--- src/design/lcdb_pkg.sv ---
package lcdb_pkg;

	// code point and table entry layout
	localparam int CP_W        = 21;
	localparam int ENTRY_W     = 22;
	localparam int ENTRY_VALID = 21;
	localparam int CFG_DATA_W  = 44;
	localparam int CFG_INDEX_W = 3;
	localparam int BYTE_W      = 8;

	localparam int TABLE_ENTRIES_DEF = 8;
	localparam int TABLE_ENTRIES_MAX = 8;

	// configuration register indexes
	localparam logic [CFG_INDEX_W-1:0] CFG_NIBBLE_MODE = 3'd0;
	localparam logic [CFG_INDEX_W-1:0] CFG_CODES_01    = 3'd1;

	// byte classes
	localparam logic [BYTE_W-1:0] ASCII_MAX = 8'h7F;
	localparam logic [BYTE_W-1:0] LEAD2_MAX = 8'hDF;
	localparam logic [BYTE_W-1:0] LEAD3_MAX = 8'hEF;

	// one bus write request passed from decoder to bus side
	typedef struct packed {
		logic [BYTE_W-1:0] value;
		logic              not_found;
	} job_t;

endpackage

--- src/design/lcdb_front.sv ---
module lcdb_front #(
	parameter int TABLE_ENTRIES = lcdb_pkg::TABLE_ENTRIES_DEF
) (
	input  logic                                           clk,
	input  logic                                           arst_n,
	input  logic                                           s_tvalid,
	output logic                                           s_tready,
	input  logic [lcdb_pkg::BYTE_W-1:0]                    s_tdata, // text_byte
	input  logic                                           s_tlast, // end_of_text
	input  logic [TABLE_ENTRIES-1:0][lcdb_pkg::ENTRY_W-1:0] table_entries,
	input  logic                                           queue_full,
	output logic                                           push,
	output lcdb_pkg::job_t                                 push_job
);
	import lcdb_pkg::*;

	localparam int IdxW = (TABLE_ENTRIES > 1) ? $clog2(TABLE_ENTRIES) : 1;

	logic [1:0]      pend_q, pend_n;
	logic [CP_W-1:0] acc_q, acc_n, acc_done;
	logic            skip_q, skip_n;
	logic            accept;
	logic            job_valid;
	job_t            job;
	logic            hit;
	logic [IdxW-1:0] hit_idx;
	logic [BYTE_W-1:0] b;

	assign b        = s_tdata;
	assign s_tready = !queue_full;
	assign accept   = s_tvalid && s_tready;

	// merge continuation bits into the code point
	always_comb begin
		case (pend_q - 2'd1)
			2'd2:    acc_done = acc_q | {3'b0, b[5:0], 12'b0};
			2'd1:    acc_done = acc_q | {9'b0, b[5:0], 6'b0};
			default: acc_done = acc_q | {15'b0, b[5:0]};
		endcase
	end

	// custom table search, lowest index wins
	always_comb begin
		hit     = 1'b0;
		hit_idx = '0;
		for (int e = TABLE_ENTRIES - 1; e >= 0; e--) begin
			if (table_entries[e][ENTRY_VALID] && table_entries[e][CP_W-1:0] == acc_done) begin
				hit     = 1'b1;
				hit_idx = IdxW'(e);
			end
		end
	end

	// byte classification and state update
	always_comb begin
		pend_n    = pend_q;
		acc_n     = acc_q;
		skip_n    = skip_q;
		job_valid = 1'b0;
		job.value     = b;
		job.not_found = 1'b0;
		if (skip_q) begin
			// skipping until end of text
		end else if (pend_q == 2'd0) begin
			if (b <= ASCII_MAX) begin
				job_valid = 1'b1;
			end else if (b <= LEAD2_MAX) begin
				acc_n  = {10'b0, b[4:0], 6'b0};
				pend_n = 2'd1;
			end else if (b <= LEAD3_MAX) begin
				acc_n  = {5'b0, b[3:0], 12'b0};
				pend_n = 2'd2;
			end else begin
				acc_n  = {b[2:0], 18'b0};
				pend_n = 2'd3;
			end
		end else begin
			pend_n = pend_q - 2'd1;
			acc_n  = acc_done;
			if (pend_n == 2'd0) begin
				acc_n     = '0;
				job_valid = 1'b1;
				if (hit) begin
					job.value = BYTE_W'(hit_idx);
				end else begin
					job.value     = '0;
					job.not_found = 1'b1;
					skip_n        = 1'b1;
				end
			end
		end
		if (s_tlast) begin
			pend_n = 2'd0;
			acc_n  = '0;
			skip_n = 1'b0;
		end
	end

	always_ff @(posedge clk or negedge arst_n) begin
		if (!arst_n) begin
			pend_q <= 2'd0;
			acc_q  <= '0;
			skip_q <= 1'b0;
		end else if (accept) begin
			pend_q <= pend_n;
			acc_q  <= acc_n;
			skip_q <= skip_n;
		end
	end

	assign push     = accept && job_valid;
	assign push_job = job;

	// skip only follows a finished sequence
	a_skip_idle: assert property (@(posedge clk) disable iff (!arst_n)
		skip_q |-> pend_q == 2'd0) else $error("skip set with sequence open");

	// accumulator is clear between sequences
	a_acc_clear: assert property (@(posedge clk) disable iff (!arst_n)
		pend_q == 2'd0 |-> acc_q == '0) else $error("stale code point");

	// a lookup miss enters skip unless text ends
	a_miss_skip: assert property (@(posedge clk) disable iff (!arst_n)
		push && push_job.not_found && !s_tlast |=> skip_q) else $error("miss without skip");

endmodule

--- src/design/lcdb_queue.sv ---
module lcdb_queue (
	input  logic           clk,
	input  logic           arst_n,
	input  logic           push,
	input  lcdb_pkg::job_t push_job,
	output logic           full,
	input  logic           pop,
	output logic           head_valid,
	output lcdb_pkg::job_t head_job
);
	import lcdb_pkg::*;

	job_t       slot_q [2];
	logic       wr_q, rd_q;
	logic [1:0] count_q;

	assign full       = count_q == 2'd2;
	assign head_valid = count_q != 2'd0;
	assign head_job   = slot_q[rd_q];

	// payload slots
	always_ff @(posedge clk) begin
		if (push) begin
			slot_q[wr_q] <= push_job;
		end
	end

	// pointers and fill count
	always_ff @(posedge clk or negedge arst_n) begin
		if (!arst_n) begin
			wr_q    <= 1'b0;
			rd_q    <= 1'b0;
			count_q <= 2'd0;
		end else begin
			if (push) begin
				wr_q <= !wr_q;
			end
			if (pop) begin
				rd_q <= !rd_q;
			end
			count_q <= count_q + {1'b0, push} - {1'b0, pop};
		end
	end

	a_no_overflow: assert property (@(posedge clk) disable iff (!arst_n)
		full |-> !push) else $error("push into full queue");

	a_no_underflow: assert property (@(posedge clk) disable iff (!arst_n)
		!head_valid |-> !pop) else $error("pop from empty queue");

	a_count_range: assert property (@(posedge clk) disable iff (!arst_n)
		count_q != 2'd3) else $error("queue count out of range");

endmodule

--- src/design/lcdb_back.sv ---
module lcdb_back (
	input  logic                       clk,
	input  logic                       arst_n,
	input  logic                       nibble_mode,
	input  logic                       head_valid,
	input  lcdb_pkg::job_t             head_job,
	output logic                       pop,
	output logic                       m_tvalid,
	input  logic                       m_tready,
	output logic [lcdb_pkg::BYTE_W-1:0] m_tdata, // bus_value
	output logic                       m_tuser, // char_not_found
	output logic                       m_tlast  // last_transfer
);
	import lcdb_pkg::*;

	logic              phase_q;
	logic              load;
	logic              last;
	logic              valid_q;
	logic [BYTE_W-1:0] data_q;
	logic              user_q, last_q;

	// a transfer is loaded whenever the output register is free
	assign load = head_valid && (!valid_q || m_tready);
	assign last = head_job.not_found || !nibble_mode || phase_q;
	assign pop  = load && last;

	always_ff @(posedge clk or negedge arst_n) begin
		if (!arst_n) begin
			phase_q <= 1'b0;
			valid_q <= 1'b0;
		end else begin
			if (load) begin
				phase_q <= !last;
			end
			if (load) begin
				valid_q <= 1'b1;
			end else if (m_tready) begin
				valid_q <= 1'b0;
			end
		end
	end

	// output payload: high nibble half first, then low nibble moved up
	always_ff @(posedge clk) begin
		if (load) begin
			data_q <= phase_q ? {head_job.value[3:0], 4'b0} : head_job.value;
			user_q <= head_job.not_found;
			last_q <= last;
		end
	end

	assign m_tvalid = valid_q;
	assign m_tdata  = data_q;
	assign m_tuser  = user_q;
	assign m_tlast  = last_q;

	// second half only while its request is still queued
	a_phase_head: assert property (@(posedge clk) disable iff (!arst_n)
		phase_q |-> head_valid) else $error("second transfer without request");

	// a miss never takes the two-transfer path
	a_phase_found: assert property (@(posedge clk) disable iff (!arst_n)
		phase_q |-> !head_job.not_found) else $error("split miss result");

	// miss result is a single zero transfer
	a_miss_form: assert property (@(posedge clk) disable iff (!arst_n)
		m_tvalid && m_tuser |-> m_tdata == '0 && m_tlast) else $error("bad miss result");

endmodule

--- src/design/utf8_text_to_lcd_bus_top.sv ---
// UTF-8 text to character LCD data bus. Text bytes come in on the s_ stream,
// one per request, with tlast on the final byte of a string; data-bus writes
// go out on the m_ stream. ASCII bytes are written as they are; a multi-byte
// sequence is decoded and its code point looked up in the custom character
// table (written through the cfg port), and the index of the first valid
// matching entry is written. A code point not in the table gives one result
// with tuser set and then the rest of the string is skipped. In 4-bit bus mode
// each written byte becomes two transfers, the byte and then the byte shifted
// left by four. The decoder takes one byte per cycle while the queue has room
// and hands writes through a two-entry queue to the bus side, whose output
// register gives one transfer per cycle while the receiver is ready; lead and
// middle bytes of a sequence give no transfer. Configuration must be written
// only while the block is idle; the block itself does not enforce it.
module utf8_text_to_lcd_bus_top #(
	parameter int TABLE_ENTRIES = lcdb_pkg::TABLE_ENTRIES_DEF
) (
	input  logic                            clk,
	input  logic                            arst_n,
	input  logic                            s_tvalid,
	output logic                            s_tready,
	input  logic [lcdb_pkg::BYTE_W-1:0]     s_tdata, // text_byte
	input  logic                            s_tlast, // end_of_text
	output logic                            m_tvalid,
	input  logic                            m_tready,
	output logic [lcdb_pkg::BYTE_W-1:0]     m_tdata, // bus_value
	output logic                            m_tuser, // char_not_found
	output logic                            m_tlast, // last_transfer
	input  logic                            cfg_valid,
	output logic                            cfg_ready,
	input  logic [lcdb_pkg::CFG_INDEX_W-1:0] cfg_index,
	input  logic [lcdb_pkg::CFG_DATA_W-1:0]  cfg_data
);
	import lcdb_pkg::*;

	logic                                  nibble_q;
	logic [TABLE_ENTRIES-1:0][ENTRY_W-1:0] entry_q;
	logic                                  cfg_wr;
	logic                                  push, pop, full, head_valid;
	job_t                                  push_job, head_job;

	assign cfg_ready = 1'b1;
	assign cfg_wr    = cfg_valid && cfg_ready;

	// configuration registers, two table entries per code register
	always_ff @(posedge clk or negedge arst_n) begin
		if (!arst_n) begin
			nibble_q <= 1'b0;
			entry_q  <= '0;
		end else if (cfg_wr) begin
			if (cfg_index == CFG_NIBBLE_MODE) begin
				nibble_q <= cfg_data[0];
			end
			for (int e = 0; e < TABLE_ENTRIES; e++) begin
				if (cfg_index == CFG_CODES_01 + CFG_INDEX_W'(e / 2)) begin
					entry_q[e] <= cfg_data[(e % 2) * ENTRY_W +: ENTRY_W];
				end
			end
		end
	end

	lcdb_front #(
		.TABLE_ENTRIES(TABLE_ENTRIES)
	) u_front (
		.clk          (clk),
		.arst_n       (arst_n),
		.s_tvalid     (s_tvalid),
		.s_tready     (s_tready),
		.s_tdata      (s_tdata),
		.s_tlast      (s_tlast),
		.table_entries(entry_q),
		.queue_full   (full),
		.push         (push),
		.push_job     (push_job)
	);

	lcdb_queue u_queue (
		.clk       (clk),
		.arst_n    (arst_n),
		.push      (push),
		.push_job  (push_job),
		.full      (full),
		.pop       (pop),
		.head_valid(head_valid),
		.head_job  (head_job)
	);

	lcdb_back u_back (
		.clk        (clk),
		.arst_n     (arst_n),
		.nibble_mode(nibble_q),
		.head_valid (head_valid),
		.head_job   (head_job),
		.pop        (pop),
		.m_tvalid   (m_tvalid),
		.m_tready   (m_tready),
		.m_tdata    (m_tdata),
		.m_tuser    (m_tuser),
		.m_tlast    (m_tlast)
	);

endmodule

--- config.mk ---
export PLATFORM = sky130hd
export DESIGN_NAME = utf8_text_to_lcd_bus_top
export DESIGN_NICKNAME = d
export VERILOG_FILES = /design/src/design/lcdb_pkg.sv /design/src/design/lcdb_front.sv /design/src/design/lcdb_queue.sv /design/src/design/lcdb_back.sv /design/src/design/utf8_text_to_lcd_bus_top.sv
export SDC_FILE = /design/constraint.sdc
export NUM_CORES = 1
export LEC_CHECK = 0
export BUFFER_PORTS_ARGS = -buffer_cell sky130_fd_sc_hd__buf_2
export CAP_MARGIN = 20
export CELL_PAD_IN_SITES_DETAIL_PLACEMENT = 1
export CELL_PAD_IN_SITES_GLOBAL_PLACEMENT = 1
export CORE_UTILIZATION = 45
export DETAILED_ROUTE_END_ITERATION = 7
export GPL_TIMING_DRIVEN = 1
export PLACE_DENSITY = 0.83
export SYNTH_ARGS = -nofsm -noshare
export SYNTH_HDL_FRONTEND = slang
export SYNTH_SLANG_ARGS = --single-unit
--- constraint.sdc ---
create_clock -name clk -period 2.6 [get_ports clk]
set_input_delay 0.13 -clock clk [delete_from_list [all_inputs] [get_ports clk]]
set_output_delay 0.13 -clock clk [all_outputs]
set_load 0.03 [all_outputs]
==> PnR_summary.wiki <==
{| class="wikitable"
! Metric !! Value
|-
| Outcome || finished, violations left
|-
| Violated checks || negative setup slack
|-
| Horiz. Die Dim || around 160 um
|-
| Max-capacitance violation count || 0
|-
| Clock tree sinks || between 200 and 250
|-
| Post-synthesis compound-gate area fraction || ~5.5%
|-
| Antenna-violating nets left || 0
|-
| Routed wire length || roughly 52000 um
|-
| Power Density || roughly 940 nW/um^2
|-
| Combined area of the multi-input logic cells || ~6100 sq um
|-
| Floorplan core area || ~25000 sq um
|-
| Worst-Skew Late Latency || about 560 ps
|-
| Number of search-and-repair iterations in the first detailed-routing pass || 5
|-
| Share of total power in sequential cells || a little under two fifths
|-
| Worst Setup Slack, final || -713 ps
|-
| Leakage Power || approximately 0.0066 uW
|-
| Sum of internal, switching and leakage power || 14700 uW
|-
| Yosys top cell area share || 44.1%
|-
| Synth async-reset ratio || about nine tenths
|-
| Fraction of synthesized area in multiplexers || roughly 17%
|-
| Worst Hold Launch || s_tdata[7]
|-
| Post-synthesis net count || 1030
|-
| Hold-critical path endpoint || u_queue.slot_q[1][8]$_DFFE_PP_
|-
| Worst-case vdd ir drop || ~0.00063 V
|-
| Number of design-rule violations left by the first detailed-router iteration || around 1300
|-
| Worst setup path category || flip-flop to flip-flop
|-
| Clock transition at the registers of the reported paths || approximately 70 ps
|-
| Switch Pwr || between 5000 and 6000 uW
|-
| Endpoint kind of the worst setup timing path || flip-flop
|-
| Placer congestion estimate || 0.899
|-
| Finished Cell Area || ~16000 sq um
|-
| Number of synthesized flops with an enable pin || 28
|-
| Maximum clock frequency || just over 0.3 GHz
|-
| Synthesized area || 11700 sq um
|-
| Count of distinct cell types in the synthesized netlist || 57
|-
| RSZ-0062 raised after global routing || yes
|-
| # nets final || about 1300
|-
| Total overflow reported by the global router || 0
|-
| Worst R2R Start || u_front.pend_q[1]$_DFFE_PN0P_
|-
| Clock Skews || roughly 23 ps
|-
| H-tree depth || 1
|-
| Floorplan die area || between 20000 and 30000 sq um
|-
| Global-route wire length before repair || between 70000 and 80000 um
|-
| Detail Placement HPWL || about 26000 um
|-
| Via-per-instance ratio || between 6 and 7
|-
| Int Power || a little over 9000 uW
|-
| Area leader, netlist || sky130_fd_sc_hd__dfrtp_1
|-
| Worst-Margin Slew || between 800 and 900 ps
|-
| Clock tree from TritonCTS || yes
|-
| Area taken by flip-flops and latches || around 6000 sq um
|-
| Effective utilization at floorplan || a little under half
|-
| DRC viols || 0
|-
| Area delta synth->final || 32.8%
|-
| Root buffer cell || sky130_fd_sc_hd__clkbuf_16
|-
| Final worst hold slack || 51.8 ps
|-
| Max transition margin || 46.1%
|-
| Min-delay worst type || input port to flip-flop
|-
| Highest net fanout along the worst path || 10
|-
| Worst endpoint data arrival time || approximately 3600 ps
|-
| Share of the yosys chip area belonging to registers || roughly 50%
|-
| Maximum root-to-sink buffer count || 3
|-
| Final Slew Violations || 0
|-
| Number of vias after detailed routing || ~10000
|-
| Worst r2r dst || u_queue.slot_q[0][0]$_DFFE_PP_
|-
| TritonCTS buffer count || 25
|-
| Post-Synth Adder-Cell Area || less than 1%
|-
| Total of flip-flops plus latches after synthesis || ~240
|-
| Die Y || 164 um
|-
| Largest net degree at the start of global routing || between 70 and 80
|-
| Final hold violation count || 0
|-
| FILL cells || around 2500
|-
| Wire length per cell after detailed routing || 33.2 um
|-
| Number of instances in the synthesized netlist || between 900 and 1000
|-
| Leading register cell type out of synthesis || sky130_fd_sc_hd__dfrtp_1
|-
| Cell depth of the worst hold path || 2
|-
| Total placed instance area || 13500 sq um
|-
| Num ports || 74
|-
| Final critical-path required period || approximately 3300 ps
|-
| CP Launch Type || flip-flop
|-
| Standard-cell row count || 58
|-
| Yosys synthesis warning count || 0
|-
| Clk pwr share || approximately a quarter
|-
| Critical path data required time || ~2900 ps
|-
| Combinational group share of total power || between 30% and 40%
|-
| Finish-stage setup viols || 9
|-
| Share of the cycle needed by the critical path after routing || 127%
|-
| Global-route usage over all layers || between 30% and 40%
|-
| Worst-case reg-to-reg path depth || 10
|-
| Diodes inserted || 0
|-
| Number of global-route vias before repair || 10973
|-
| Worst reg-to-reg setup slack || -710 ps
|-
| Dominant combinational cell family by area after synthesis || multiplexers
|-
| Mean cell area of the mapped netlist || approximately 12 sq um
|-
| Post-Synth XOR/XNOR Area || 10.5%
|-
| Basic-gate share of the synthesized area counting and, or, nand and nor cells || between 10% and 20%
|-
| Switching part of the total power || between 30% and 40%
|-
| Number of I/O port buffers || 72
|-
| Share of layout cells above drive strength 1 || 42.8%
|-
| Number of antenna violations at the first check in global routing || 2
|-
| Most area-consuming cells after synthesis || sky130_fd_sc_hd__dfrtp_1 44%, sky130_fd_sc_hd__mux2_2 17%, sky130_fd_sc_hd__xnor2_1 8.5%
|}
[cells in the mapped netlist, types with 6 or more instances]
master,instances
sky130_fd_sc_hd__nand3_1,14
sky130_fd_sc_hd__nand4_1,20
sky130_fd_sc_hd__o21ai_0,15
sky130_fd_sc_hd__nor4_1,31
sky130_fd_sc_hd__mux2_2,179
sky130_fd_sc_hd__a211oi_1,6
sky130_fd_sc_hd__clkbuf_1,26
sky130_fd_sc_hd__and2_1,17
sky130_fd_sc_hd__nor3_1,21
sky130_fd_sc_hd__inv_1,18
sky130_fd_sc_hd__or3_1,9
sky130_fd_sc_hd__nand3b_1,8
sky130_fd_sc_hd__nand2_1,20
sky130_fd_sc_hd__xor2_1,27
sky130_fd_sc_hd__a21oi_1,35
sky130_fd_sc_hd__edfxtp_1,28
sky130_fd_sc_hd__xnor2_1,114
sky130_fd_sc_hd__and3_1,24
sky130_fd_sc_hd__nor2_1,32
sky130_fd_sc_hd__nor2b_1,9
sky130_fd_sc_hd__or4_1,12
sky130_fd_sc_hd__buf_1,6
sky130_fd_sc_hd__dfrtp_1,207
sky130_fd_sc_hd__a22o_1,10
[critical path, stage by stage, from the launching register on]
cell and delay (ps):
sky130_fd_sc_hd__dfrtp_2 480, sky130_fd_sc_hd__buf_4 150, sky130_fd_sc_hd__nand3b_1 180, sky130_fd_sc_hd__buf_4 260
sky130_fd_sc_hd__and3_1 220, sky130_fd_sc_hd__nor4_1 320, sky130_fd_sc_hd__nand4_1 520, sky130_fd_sc_hd__nor4_4 450
sky130_fd_sc_hd__nor4_4 100, sky130_fd_sc_hd__buf_4 170, sky130_fd_sc_hd__and3_4 190
[repair_timing]
action / CTS / global route
cloned: 0 / 0
buffers inserted: 16 / 9
pin swaps: 8 / 17
hold buffers: 52 / 0
resized for setup: 51 / 65
hold endpoints to repair: 253 / 0
setup endpoints to repair: 9 / 9
[through the flow]
step	util, %	instances	setup TNS [ps]	setup WS, ps
2_1_floorplan	-	967	-124	-32.0
3_3_place_gp	53.1	1452	-2410	-292
3_5_place_dp	53.1	1452	-4280	-535
4_1_cts	60.0	1566	-1880	-288
5_1_grt	61.4	1574	-6650	-786
6_report	61.4	1574	-6170	-713
[routing by layer]
layer,GRT usage [%],vias up,part of all wire (%)
met1,44.5,5242,37
li1,-,4013,-
met5,0,-,0.025
met4,21.9,2,8.1
met2,56.9,855,45
met3,6.78,310,9.8
[state kept, by name (all words and copies together), names as in the netlist]
signal and flops:
u_front.pend_q 2, u_back.m_tvalid 1, u_queue.rd_q 1, u_queue.wr_q 1, u_queue.count_q 2, u_back.m_tuser 1, nibble_q 1, u_back.m_tlast 1
u_queue.slot_q 18, u_back.m_tdata 8, u_front.skip_q 1, u_back.phase_q 1, u_front.acc_q 21, entry_q 176
[power groups by stage]
stage                     Combinational [uW]  Clock (uW)  Sequential (uW)
after floorplan                         2450           0             5250
after global placement                  3880           0             5270
after detailed placement                4110           0             5330
after CTS                               4480        3800             5290
after global routing                    5570        4000             5480
final                                   5420        3870             5430
[cell type report]
cell class / count / share of cell area [%]
Clock inverter: 10 / 0.858
Timing Repair Buffer: 274 / 13.9
Sequential cell: 235 / 38.6
Inverter: 19 / 0.489
Tap cell: 330 / 2.65
Multi-Input combinational cell: 670 / 38.8
Clock buffer: 36 / 4.66
[cell families (layout without fill, tap and decap cells)]
family          after synthesis  count (layout)
fa+ha+maj                     2               2
xor+xnor                    141             141
buf+inv                      62             339
simple gates                251             251
flops                       235             235
mux                         183             183
other cells                   1               1
compound gates               92              92
[cells in the final DEF, fill, tap and decap left out, drive strengths merged, types with 17 or more instances in the layout]
cell         instances
nor3                21
and2                17
clkbuf              37
dlygate4sd3         52
mux2               179
nand4               20
nor4                31
dfrtp              207
nor2                36
edfxtp              28
xor2                27
buf                221
xnor2              114
nand2               20
a21oi               39
inv                 21
and3                24
[how the worst max path moves through the flow]
stage	start	end	slack, ps	depth (start not counted)
3_5_place_dp	u_front.pend_q[1]$_DFFE_PN0P_	u_queue.slot_q[1][2]$_DFFE_PP_	-530	9
4_1_cts	u_front.pend_q[1]$_DFFE_PN0P_	u_queue.slot_q[1][2]$_DFFE_PP_	-290	10
3_3_place_gp	u_front.pend_q[1]$_DFFE_PN0P_	u_queue.slot_q[0][1]$_DFFE_PP_	-290	11
2_1_floorplan	u_front.pend_q[0]$_DFFE_PN0P_	u_queue.slot_q[0][1]$_DFFE_PP_	-30	8
6_report	u_front.pend_q[1]$_DFFE_PN0P_	u_queue.slot_q[0][0]$_DFFE_PP_	-710	10
5_1_grt	u_front.pend_q[1]$_DFFE_PN0P_	u_queue.slot_q[0][2]$_DFFE_PP_	-790	10
Note: power is estimated with default switching activity, not from simulation.
